### src/rtl/stmm_pkg.sv
`default_nettype none

package stmm_pkg;

  localparam int IDX_W     = 6;
  localparam int ENTRY_W   = 16;
  localparam int OUT_W     = 37;
  localparam int CFG_IDX_W = 2;

  typedef enum logic [1:0] {
    ACT_LOAD_A  = 2'd0,
    ACT_LOAD_B  = 2'd1,
    ACT_COMPUTE = 2'd2,
    ACT_CLEAR   = 2'd3
  } action_e;

  typedef enum logic [1:0] {
    ST_OK  = 2'd0,
    ST_DIM = 2'd1,
    ST_ROW = 2'd2,
    ST_OVF = 2'd3
  } status_e;

  typedef enum logic [CFG_IDX_W-1:0] {
    REG_A_ROWS = 2'd0,
    REG_A_COLS = 2'd1,
    REG_B_ROWS = 2'd2,
    REG_B_COLS = 2'd3
  } cfg_reg_e;

  typedef enum logic [2:0] {
    S_IDLE,
    S_SCAN_A,
    S_SCAN_B,
    S_DRAIN,
    S_EMIT,
    S_ERR
  } state_e;

endpackage

`default_nettype wire

### src/rtl/stmm_cell.sv
`default_nettype none

module stmm_cell
  import stmm_pkg::*;
#(
  parameter int MAX_DIM = 32,
  parameter int COL_IDX = 0,
  localparam int KW = (MAX_DIM > 1) ? $clog2(MAX_DIM) : 1
) (
  input  wire logic                    clk_i,
  input  wire logic                    rst_ni,
  input  wire logic                    clear_i,
  input  wire logic                    shift_i,
  input  wire logic                    tok_vld_i,
  input  wire logic [KW-1:0]           tok_k_i,
  input  wire logic [KW-1:0]           tok_col_i,
  input  wire logic signed [OUT_W-1:0] tok_term_i,
  input  wire logic signed [OUT_W-1:0] acc_i,
  output logic                         tok_vld_o,
  output logic [KW-1:0]                tok_k_o,
  output logic [KW-1:0]                tok_col_o,
  output logic signed [OUT_W-1:0]      tok_term_o,
  output logic signed [OUT_W-1:0]      acc_o
);

  logic [MAX_DIM-1:0]      seen_q;
  logic signed [OUT_W-1:0] acc_q;
  logic                    tok_vld_q;
  logic [KW-1:0]           tok_k_q;
  logic [KW-1:0]           tok_col_q;
  logic signed [OUT_W-1:0] tok_term_q;
  logic                    hit;

  assign hit = tok_vld_i && (tok_col_i == KW'(COL_IDX)) && !seen_q[tok_k_i];

  always_ff @(posedge clk_i or negedge rst_ni) begin
    if (!rst_ni) begin
      seen_q    <= '0;
      tok_vld_q <= 1'b0;
    end else begin
      tok_vld_q <= tok_vld_i;
      if (clear_i) begin
        seen_q <= '0;
      end else if (hit) begin
        seen_q[tok_k_i] <= 1'b1;
      end
    end
  end

  always_ff @(posedge clk_i) begin
    tok_k_q    <= tok_k_i;
    tok_col_q  <= tok_col_i;
    tok_term_q <= tok_term_i;
    if (clear_i) begin
      acc_q <= '0;
    end else if (shift_i) begin
      acc_q <= acc_i;
    end else if (hit) begin
      acc_q <= acc_q + tok_term_i;
    end
  end

  assign tok_vld_o  = tok_vld_q;
  assign tok_k_o    = tok_k_q;
  assign tok_col_o  = tok_col_q;
  assign tok_term_o = tok_term_q;
  assign acc_o      = acc_q;

endmodule

`default_nettype wire

### config.mk
export PLATFORM = sky130hd
export DESIGN_NAME = stmm_cell
export DESIGN_NICKNAME = d
export VERILOG_FILES = /design/src/rtl/stmm_pkg.sv /design/src/rtl/stmm_cell.sv
export SDC_FILE = /design/constraint.sdc
export NUM_CORES = 1
export LEC_CHECK = 0
export BUFFER_PORTS_ARGS = -buffer_cell sky130_fd_sc_hd__buf_2
export CAP_MARGIN = 20
export CORE_AREA = 5 5 120 122
export DETAILED_ROUTE_END_ITERATION = 16
export DIE_AREA = 0 0 125 127
export PLACE_DENSITY = 0.71
export SLEW_MARGIN = 20
export SYNTH_ARGS = -nofsm -noshare
export SYNTH_HDL_FRONTEND = slang
export SYNTH_SLANG_ARGS = --single-unit
### constraint.sdc
create_clock -name clk_i -period 2.38 [get_ports clk_i]
set_clock_uncertainty 0.15 [all_clocks]
set_input_delay 0 -clock clk_i [delete_from_list [all_inputs] [get_ports clk_i]]
set_output_delay 0 -clock clk_i [all_outputs]
set_load 0.01 [all_outputs]
Word-level counts from Yosys, hierarchy flattened
Cells that the tools add are included.
Storage, ports and cells
  register bits: 117
  input port bits: 89
  word-level logic and storage cells: 25
Operators by class
  add/subtract/negate cells: 1
  magnitude comparators: 2
  mux-type cells: 8
  bitwise logic cells: 1
  reduce and logical (&&, ||, !) cells: 7
Operators by type and width (number)
  $mux W37: 2
  $mux W32: 2
  $add A37 B37 Y37: 1
  $or A32 B32 Y32: 1
  $lt A5 B6 Y1 const B: 1
  $bmux W1 S5: 1
  $demux W1 S5: 1
  $ge A5 B1 Y1 const B: 1
  $logic_not A5 Y1: 1
  $reduce_bool A2 Y1: 2
  $logic_and A1 B1 Y1: 3
  $mux W1: 2
  $logic_not A1 Y1: 1

Depth between registers and ports, before layout
Gate-level depths: netlist (run 1).
  word-level depth: 7
  mapped depth: 12
  depth with buffers taken out: 12

Worst setup path before layout (run 1)
OpenSTA, ideal clock, no wires.
  kind: register to register
  start: register acc_q[1], in the netlist acc_o[1]
  end: register acc_q[33], in the netlist acc_o[33]
  library setup time: 0.119 ns
  arrival time: 2.422 ns
  data required time: 2.111 ns
  slack: -0.311 ns
  stages on the path, launching flop included: 12
  buffers on the path: 0
  cells stage by stage: dfxtp_1 > ha_1 > a21o_1 > and4_1 > o211ai_1 > a21boi_2 > nand3_2 > nand3_4 > a311oi_4 > mux2i_1 > a31oi_1 > o221a_1
Between the ends
  cells in the longest elaborated chain, start to end: 3
Ends and longest elaborated chain
  start: declaration: RTL line stmm_cell.sv:27  | logic signed [OUT_W-1:0] acc_q;
  start signal: assignment: RTL line stmm_cell.sv:57  | acc_q <= acc_i;
  start signal: assignment: RTL line stmm_cell.sv:59  | acc_q <= acc_q + tok_term_i;
  $add A37 B37 Y37: RTL line stmm_cell.sv:59
  $mux W37: RTL line stmm_cell.sv:58  | end else if (hit) begin
  $mux W37: RTL line stmm_cell.sv:56  | end else if (shift_i) begin
Every way passes these cells. The select of a mux whose other input is x is not followed.
A chain may end at the register's enable or synchronous reset.

Worst setup path in the final report (run 1)
  start: register acc_q[0], in the netlist acc_o[0]
  end: register acc_q[33], in the netlist acc_o[33]
The elaborated chain is that of the path after synthesis.

==> qor_table.md, run 1 <==
| Step | Parameter | This run |
| --- | --- | --- |
| run status | Result of the run | complete, but fails checks |
| run status | Violations in the final reports | negative setup slack |
| clock tree | Clock tree buffer depth | 2 |
| setup path | Worst path arrival time | 2860 ps |
| power | Total power divided by cell area | 601 nW/um^2 |
| clock tree | Clock latency at the later pin of the worst-skew pair | 430 ps |
| setup path | Startpoint types | register |
| floorplanning | Core area | 13100 sq um |
| route | Count of TritonRoute iterations in the first routing pass | 6 |
| final layout | Layout Area Growth over Synthesis | 68.6% |
| global routing | Aggregate global routing overflow | 0 |
| synthesis | Share of the yosys chip area belonging to registers | 41.3% |
| setup path | Critical path start-end classification | register to register |
| route | Vias per cell | 5.61 |
| timing | Worst-case hold slack | 32.3 ps |
| setup path | WP data required | 2550 ps |
| synthesis | Async set-or-reset flop fraction in the synthesized netlist | 28.2% |
| clock tree | Root Buffer Master | sky130_fd_sc_hd__clkbuf_16 |
| floorplanning | Initial core utilization | 46.5% |
| synthesis | Number of enable-type register cells in the synthesized netlist | 0 |
| route | Final antenna-violating net count | 0 |
| flow run | Number of violations of the max-capacitance limit | 0 |
| global routing | Via count of the first global-routing pass | 7378 |
| timing | Max Freq | 0.370 GHz |
| power | Total power | 6.16 mW |
| power | Static power due to leakage | 4.80 nW |
| timing | Final number of max-transition violations | 0 |
| final layout | Leading cell type in the layout, fill and taps excluded | sky130_fd_sc_hd__buf_2 |
| setup path | CP max FO | 4 |
| global routing | Maximum number of pins on one net before global-route repair | 38 |
| floorplanning | I/O Pins | 174 |
| synthesis | Avg Cell Area, Syn | 9.02 sq um |
| synthesis | Yosys Warn Count | 0 |
| final layout | Cell area after layout | 10200 sq um |
| synthesis | Number of register bits inferred by synthesis | 117 |
| floorplanning | Floorplan die area | 15900 sq um |
| synthesis | Distinct cell type count after synthesis | 66 |
| power | VDD IR-drop max | 0.559 mV |
| route | Final wirelength | 23100 um |
| synthesis | Post-synthesis cell count | 674 |
| placed design | Routability cong. | 0.901 |
| timing | Least-Margin Pin Slew | 766 ps |
| floorplanning | Die span in y | 127 um |
| clock tree | Clock tree from TritonCTS | yes |
| timing | Final worst path period share | 113% |
| clock tree | Number of clock sinks | 117 |
| final layout | Fraction of final layout cells with drive strength greater than 1 | 43.1% |
| global routing | Total global routing track utilization | 27.1% |
| final layout | Commonest cells after routing, fill and taps aside | 170 x sky130_fd_sc_hd__buf_2, 123 x sky130_fd_sc_hd__buf_4, 92 x sky130_fd_sc_hd__dlygate4sd3_1 |
| timing | Relative slew margins | 48.9% |
| timing | Unrepaired setup endpoints after global routing | true |
| final layout | Post-layout instance count excluding filler cells | 1248 |
| placed design | Placement-stage cell area | 8100 sq um |
| timing | Final setup slack of the worst path | -320 ps |
| floorplanning | Die X | 125 um |
| placed design | Pre-CTS worst setup slack | -299 ps |
| timing | Hold Vio Cnt, Final | 0 |
| setup path | CP Capture Type | register |
| final layout | Final-stage net count | 1184 |
| route | Routed wire per std cell | 18.5 um |
| clock tree | Clock transition at the registers of the reported paths | 50 ps |
| synthesis | Post-synth net total | 800 |
| route | Detailed router's first-iteration violation count | 613 |
| final layout | FILL cells | 810 |
| clock tree | CTS buffer count | 17 |
| route | DRC violations left | 0 |
| min path | Classification of the worst-slack hold path | input pin to asynchronous set/reset pin |
| timing | Final critical-path required period | 2700 ps |
| synthesis | Commonest register cell after synthesis | sky130_fd_sc_hd__dfxtp_1 |
| placed design | Cell count after placement | 1099 |
| global routing | Global-route wire length before repair | 35500 um |
| floorplanning | Cell row count | 42 |
| synthesis | Post-Synthesis Cell Area | 6080 sq um |
| placed design | Port buffer count | 173 |
| global routing | Initial antenna violation count | 0 |
| timing | Finish-stage setup viols | 25 |
| route | Number of vias in the routed layout | 7006 |
| clock tree | H-tree depth | 4 |
| placed design | DP Wirelength | 14400 um |
-- worst paths after layout --
check,slack (ps),cells after the start,to,startpoint
setup / recovery,-320,12,acc_o[33]$_SDFFE_PP0P_,acc_o[0]$_SDFFE_PP0P_
hold / removal,30,2,seen_q[19]$_DFFE_PN0P_,rst_ni
setup reg to reg,-320,12,acc_o[33]$_SDFFE_PP0P_,acc_o[0]$_SDFFE_PP0P_
hold reg to reg,340,2,seen_q[22]$_DFFE_PN0P_,seen_q[22]$_DFFE_PN0P_
max in group asynchronous,1560,2,seen_q[12]$_DFFE_PN0P_,rst_ni
min in group clk_i,30,4,seen_q[15]$_DFFE_PN0P_,tok_k_i[0]
-- kinds of logic after synthesis --
logic type | Yosys count | share of synthesized area, %
AND/OR/NAND/NOR | 205 | 16.2
adder cells (fa/ha/maj) | 37 | 7.74
buffers and inverters | 46 | 3.33
AO/OA/AOI/OAI | 221 | 23.4
flip-flops | 117 | 41.3
XOR/XNOR | 28 | 4.03
multiplexers | 20 | 4.06
-- critical path, stage by stage (launching register included) --
cell and delay (ps):
sky130_fd_sc_hd__dfxtp_2 330, sky130_fd_sc_hd__ha_4 160, sky130_fd_sc_hd__buf_4 120, sky130_fd_sc_hd__a21o_1 160, sky130_fd_sc_hd__and4_4 160, sky130_fd_sc_hd__o211ai_1 290
sky130_fd_sc_hd__a21boi_2 140, sky130_fd_sc_hd__nand3_2 110, sky130_fd_sc_hd__nand3_4 140, sky130_fd_sc_hd__a311oi_4 280, sky130_fd_sc_hd__mux2i_1 220, sky130_fd_sc_hd__a31oi_1 100
sky130_fd_sc_hd__o221a_1 230
-- stage by stage --
| stage | setup TNS, ps | utilization (%) |
|---|---|---|
| 2_1_floorplan | -565 | - |
| 3_3_place_gp | -2340 | 61.9 |
| 3_5_place_dp | -3360 | 61.9 |
| 4_1_cts | -2390 | 75.3 |
| 5_1_grt | -7720 | 78.3 |
| 6_report | -4610 | 78.3 |
-- synth_stat cells (4+ instances only) --
cell / instances / area, sq um
sky130_fd_sc_hd__nand4_1: 5 / 31.3
sky130_fd_sc_hd__nor2b_1: 9 / 56.3
sky130_fd_sc_hd__and2_1: 4 / 25.0
sky130_fd_sc_hd__o211ai_1: 12 / 90.1
sky130_fd_sc_hd__nand3_1: 14 / 70.1
sky130_fd_sc_hd__xnor2_1: 16 / 140
sky130_fd_sc_hd__inv_1: 9 / 33.8
sky130_fd_sc_hd__a21o_1: 14 / 105
sky130_fd_sc_hd__o21a_1: 4 / 30.0
sky130_fd_sc_hd__o21bai_1: 4 / 30.0
sky130_fd_sc_hd__clkbuf_1: 19 / 71.3
sky130_fd_sc_hd__dfxtp_1: 84 / 1680
sky130_fd_sc_hd__nor2_1: 76 / 285
sky130_fd_sc_hd__mux2i_1: 10 / 100
sky130_fd_sc_hd__buf_2: 9 / 45.0
sky130_fd_sc_hd__and3_1: 6 / 37.5
sky130_fd_sc_hd__nand2_1: 56 / 210
sky130_fd_sc_hd__buf_4: 5 / 37.5
sky130_fd_sc_hd__nor3_1: 11 / 55.1
sky130_fd_sc_hd__o211a_1: 11 / 110
sky130_fd_sc_hd__a31oi_1: 11 / 68.8
sky130_fd_sc_hd__xor2_1: 12 / 105
sky130_fd_sc_hd__o21ai_0: 30 / 150
sky130_fd_sc_hd__a211oi_1: 10 / 75.1
sky130_fd_sc_hd__dfrtp_1: 33 / 826
sky130_fd_sc_hd__mux2_2: 7 / 78.8
sky130_fd_sc_hd__and4_1: 4 / 35.0
sky130_fd_sc_hd__a21oi_1: 96 / 480
sky130_fd_sc_hd__ha_1: 36 / 450
-- routing by layer --
layer / vias up / global-route usage [%] / share of wire (%)
li1: 3219 / - / -
met1: 3350 / 30.6 / 39
met2: 362 / 48.2 / 51
met3: 75 / 6.72 / 6.6
met4: 0 / 13.0 / 3.3
met5: - / 0 / 0
-- where the power goes --
part / internal (mW) / leakage, nW / switching [mW]
logic: 0.741 / 3.35 / 0.759
registers: 2.06 / 1.17 / 0.0473
clock network: 1.62 / 0.286 / 0.938
-- repair_timing --
| item | 4_1_cts | 5_1_grt |
|---|---|---|
| hold endpoints to repair | 150 | 0 |
| hold buffers | 92 | 0 |
| resized for setup | 50 | 63 |
| endpoints found under the setup margin | 25 | 52 |
| gates cloned | 0 | 1 |
| pin swaps | 57 | 51 |
| buffers inserted | 15 | 14 |
-- area by class of cell --
cell class,count,area (sq um),area share [%]
antenna,1,2.50,0.0244
clock buffer,23,479,4.68
timing repair buffer,399,2890,28.2
clock inverter,9,101,0.989
sequential,117,2520,24.6
tap,176,220,2.15
inverter,12,47.5,0.464
multi-input combinational,511,3990,38.9
-- flip-flops by register name, summed over array words and instances (netlist names) --
name,count
tok_k_o,5
seen_q,32
tok_term_o,37
tok_col_o,5
tok_vld_o,1
acc_o,37
(Power assumes the default switching activity.)
==> inputs of run 2 (changes only) <==
--- a/config.mk
+++ b/config.mk
@@ -7,9 +7,9 @@
 export LEC_CHECK = 0
 export BUFFER_PORTS_ARGS = -buffer_cell sky130_fd_sc_hd__buf_2
 export CAP_MARGIN = 20
-export CORE_AREA = 5 5 120 122
+export CORE_AREA = 5 5 142 104
 export DETAILED_ROUTE_END_ITERATION = 16
-export DIE_AREA = 0 0 125 127
+export DIE_AREA = 0 0 147 109
 export PLACE_DENSITY = 0.71
 export SLEW_MARGIN = 20
 export SYNTH_ARGS = -nofsm -noshare
==> run 2 against run 1 <==
Effect of this change: core utilization down 1.8 points; maximum frequency up 0.88%; routed wire length up 1.4%; cell area down 0.12%; flip-flop and latch count unchanged; register-to-register slack better by 20 ps; critical path type unchanged; the run still ends with negative setup slack left; via count about the same; setup slack better by 23 ps; critical path depth unchanged; total power up 3.8%.
==> qor_table.md, run 2 (synthesis gave the netlist of run 1 again) <==
| Step | Parameter | This run |
| --- | --- | --- |
| floorplanning | Initial core utilization | 45.4% |
| power | Internal power | 4.57 mW |
| floorplanning | Cell row count | 36 |
| final layout | Layout Area Growth over Synthesis | 68.4% |
| min path | Classification of the worst-slack hold path | input pin to asynchronous set/reset pin |
| setup path | CP Capture Type | register |
| timing | Final number of max-transition violations | 0 |
| global routing | Global-route wire length before repair | 34800 um |
| route | Count of TritonRoute iterations in the first routing pass | 5 |
| setup path | Worst path cell trace | ha_4 > a21o_1 > and4_1 > o211ai_1 > buf_4 > a21boi_4 > nand3_2 > nand3_4 > a311oi_4 > mux2i_1 > a31oi_1 > o221a_1 |
| final layout | Combined flip-flop and latch cell area | 2530 sq um |
| global routing | Initial antenna violation count | 0 |
| power | VDD IR-drop max | 0.586 mV |
| setup path | WP depth | 12 |
| timing | Finish-stage setup viols | 27 |
| final layout | Leading cell type in the layout, fill and taps excluded | sky130_fd_sc_hd__buf_2 |
| run status | Result of the run | complete, but fails checks |
| placed design | Cell count after placement | 1090 |
| final layout | Fraction of final layout cells with drive strength greater than 1 | 43.3% |
| final layout | Commonest cells after routing, fill and taps aside | 173 x sky130_fd_sc_hd__buf_2, 115 x sky130_fd_sc_hd__buf_4, 87 x sky130_fd_sc_hd__dlygate4sd3_1 |
| clock tree | CTS buffer count | 17 |
| setup path | WP data required | 2550 ps |
| timing | Hold Vio Cnt, Final | 0 |
| power | Switching portion of total power | 28.6% |
| floorplanning | I/O Pins | 174 |
| route | Detailed router's first-iteration violation count | 618 |
| floorplanning | Core area | 13400 sq um |
| timing | Final worst path period share | 112% |
| global routing | Via count of the first global-routing pass | 7113 |
| floorplanning | Die X | 147 um |
| setup path | Startpoint types | register |
| timing | Relative slew margins | 49.5% |
| placed design | DP Wirelength | 14100 um |
| route | Final antenna-violating net count | 0 |
| clock tree | H-tree depth | 4 |
| flow run | Number of violations of the max-capacitance limit | 0 |
| setup path | CP max FO | 5 |
| power | Static power due to leakage | 4.82 nW |
| setup path | Worst path arrival time | 2840 ps |
| setup path | Number of cell instances on the worst register-to-register path | 12 |
| power | Total power divided by cell area | 625 nW/um^2 |
| clock tree | Clock tree buffer depth | 2 |
| final layout | Post-route core utilization | 76.5% |
| power | Switching pwr | 1.83 mW |
| clock tree | Clock tree from TritonCTS | yes |
| timing | Unrepaired setup endpoints after global routing | true |
| setup path | Cell type group with the largest total delay on the critical path | compound AO/OA/AOI/OAI gates |
| setup path | Slowest CP cell | sky130_fd_sc_hd__dfxtp_4 |
| route | Number of vias in the routed layout | 7012 |
| clock tree | Number of clock sinks | 117 |
| timing | Least-Margin Pin Slew | 756 ps |
| final layout | FILL cells | 847 |
| timing | Worst-case hold slack | 22.5 ps |
| timing | Final setup slack of the worst path | -296 ps |
| power | Part of the power in the clock network | 43.2% |
| final layout | Post-layout instance count excluding filler cells | 1235 |
| power | Register share of total power | 32.9% |
| global routing | Total global routing track utilization | 27.1% |
| power | Combinational share of power | 23.9% |
| floorplanning | Die span in y | 109 um |
| timing | Final critical-path required period | 2680 ps |
| placed design | Routability cong. | 0.907 |
| clock tree | Clock latency at the later pin of the worst-skew pair | 420 ps |
| setup path | Largest stage delay, worst path | 350 ps |
| final layout | Antenna diode instance count | 0 |
| clock tree | Root Buffer Master | sky130_fd_sc_hd__clkbuf_16 |
| placed design | Pre-CTS worst setup slack | -314 ps |
| global routing | Aggregate global routing overflow | 0 |
| run status | Violations in the final reports | negative setup slack |
| power | Total power | 6.40 mW |
| timing | Max Freq | 0.374 GHz |
| route | DRC violations left | 0 |
| final layout | Area used by multi-input combinational logic | 3990 sq um |
| floorplanning | Floorplan die area | 16000 sq um |
| final layout | Final-stage net count | 1177 |
| route | Final wirelength | 23400 um |
| placed design | Port buffer count | 173 |
| route | Routed wire per std cell | 19.0 um |
| clock tree | Clock transition at the registers of the reported paths | 60 ps |
| setup path | Critical path start-end classification | register to register |
| setup path | Count of buffering cells on the critical path with inverters included | 1 |
| route | Vias per cell | 5.68 |
| global routing | Maximum number of pins on one net before global-route repair | 60 |
run 2: power by group through the flow:
stage	clock network, mW	registers [mW]	logic (mW)
2_1_floorplan	0	2.18	0.617
3_3_place_gp	0	2.13	1.14
3_5_place_dp	0	2.14	1.16
4_1_cts	2.76	2.10	1.37
5_1_grt	2.88	2.11	1.63
6_report	2.76	2.11	1.53
run 2: stage by stage:
stage	instance area (sq um)	setup TNS (ps)
after floorplan	6330	-565
after global placement	8030	-2990
after detailed placement	8030	-4140
after CTS	9850	-2350
after global routing	10200	-8440
final	10200	-4220
run 2: final timing paths:
path,to,slack [ps],startpoint
max,acc_o[33]$_SDFFE_PP0P_,-300,acc_o[1]$_SDFFE_PP0P_
min,seen_q[21]$_DFFE_PN0P_,20,rst_ni
max reg2reg,acc_o[33]$_SDFFE_PP0P_,-300,acc_o[1]$_SDFFE_PP0P_
min reg2reg,seen_q[10]$_DFFE_PN0P_,350,seen_q[10]$_DFFE_PN0P_
max in group asynchronous,seen_q[12]$_DFFE_PN0P_,1590,rst_ni
min in group clk_i,acc_o[31]$_SDFFE_PP0P_,70,shift_i
run 2: layer usage:
metal  global-route usage, %  part of all wire, %  wire length, um  up-vias
met2                    45.6                   48            11200      398
met3                    7.73                  8.1             1900       79
met4                    11.2                  2.9              689        0
met1                    32.9                   41             9610     3344
li1                        -                    -                -     3191
met5                       0                    0                0        -
run 2: area by class of cell:
class / instances / area share [%]
inverters: 12 / 0.464
well taps: 171 / 2.09
clock inverters: 15 / 1.99
multi-input cells: 511 / 39.0
repair buffers: 392 / 27.6
flip-flops and latches: 117 / 24.7
clock buffers: 17 / 4.16
run 2: timing repair:
item,in CTS,in global routing
setup buffers,15,15
gates resized for setup,50,66
cloned,0,1
hold buffers,87,0
hold endpoints to repair,129,0
pin swaps,35,55
setup endpoints to repair,24,38
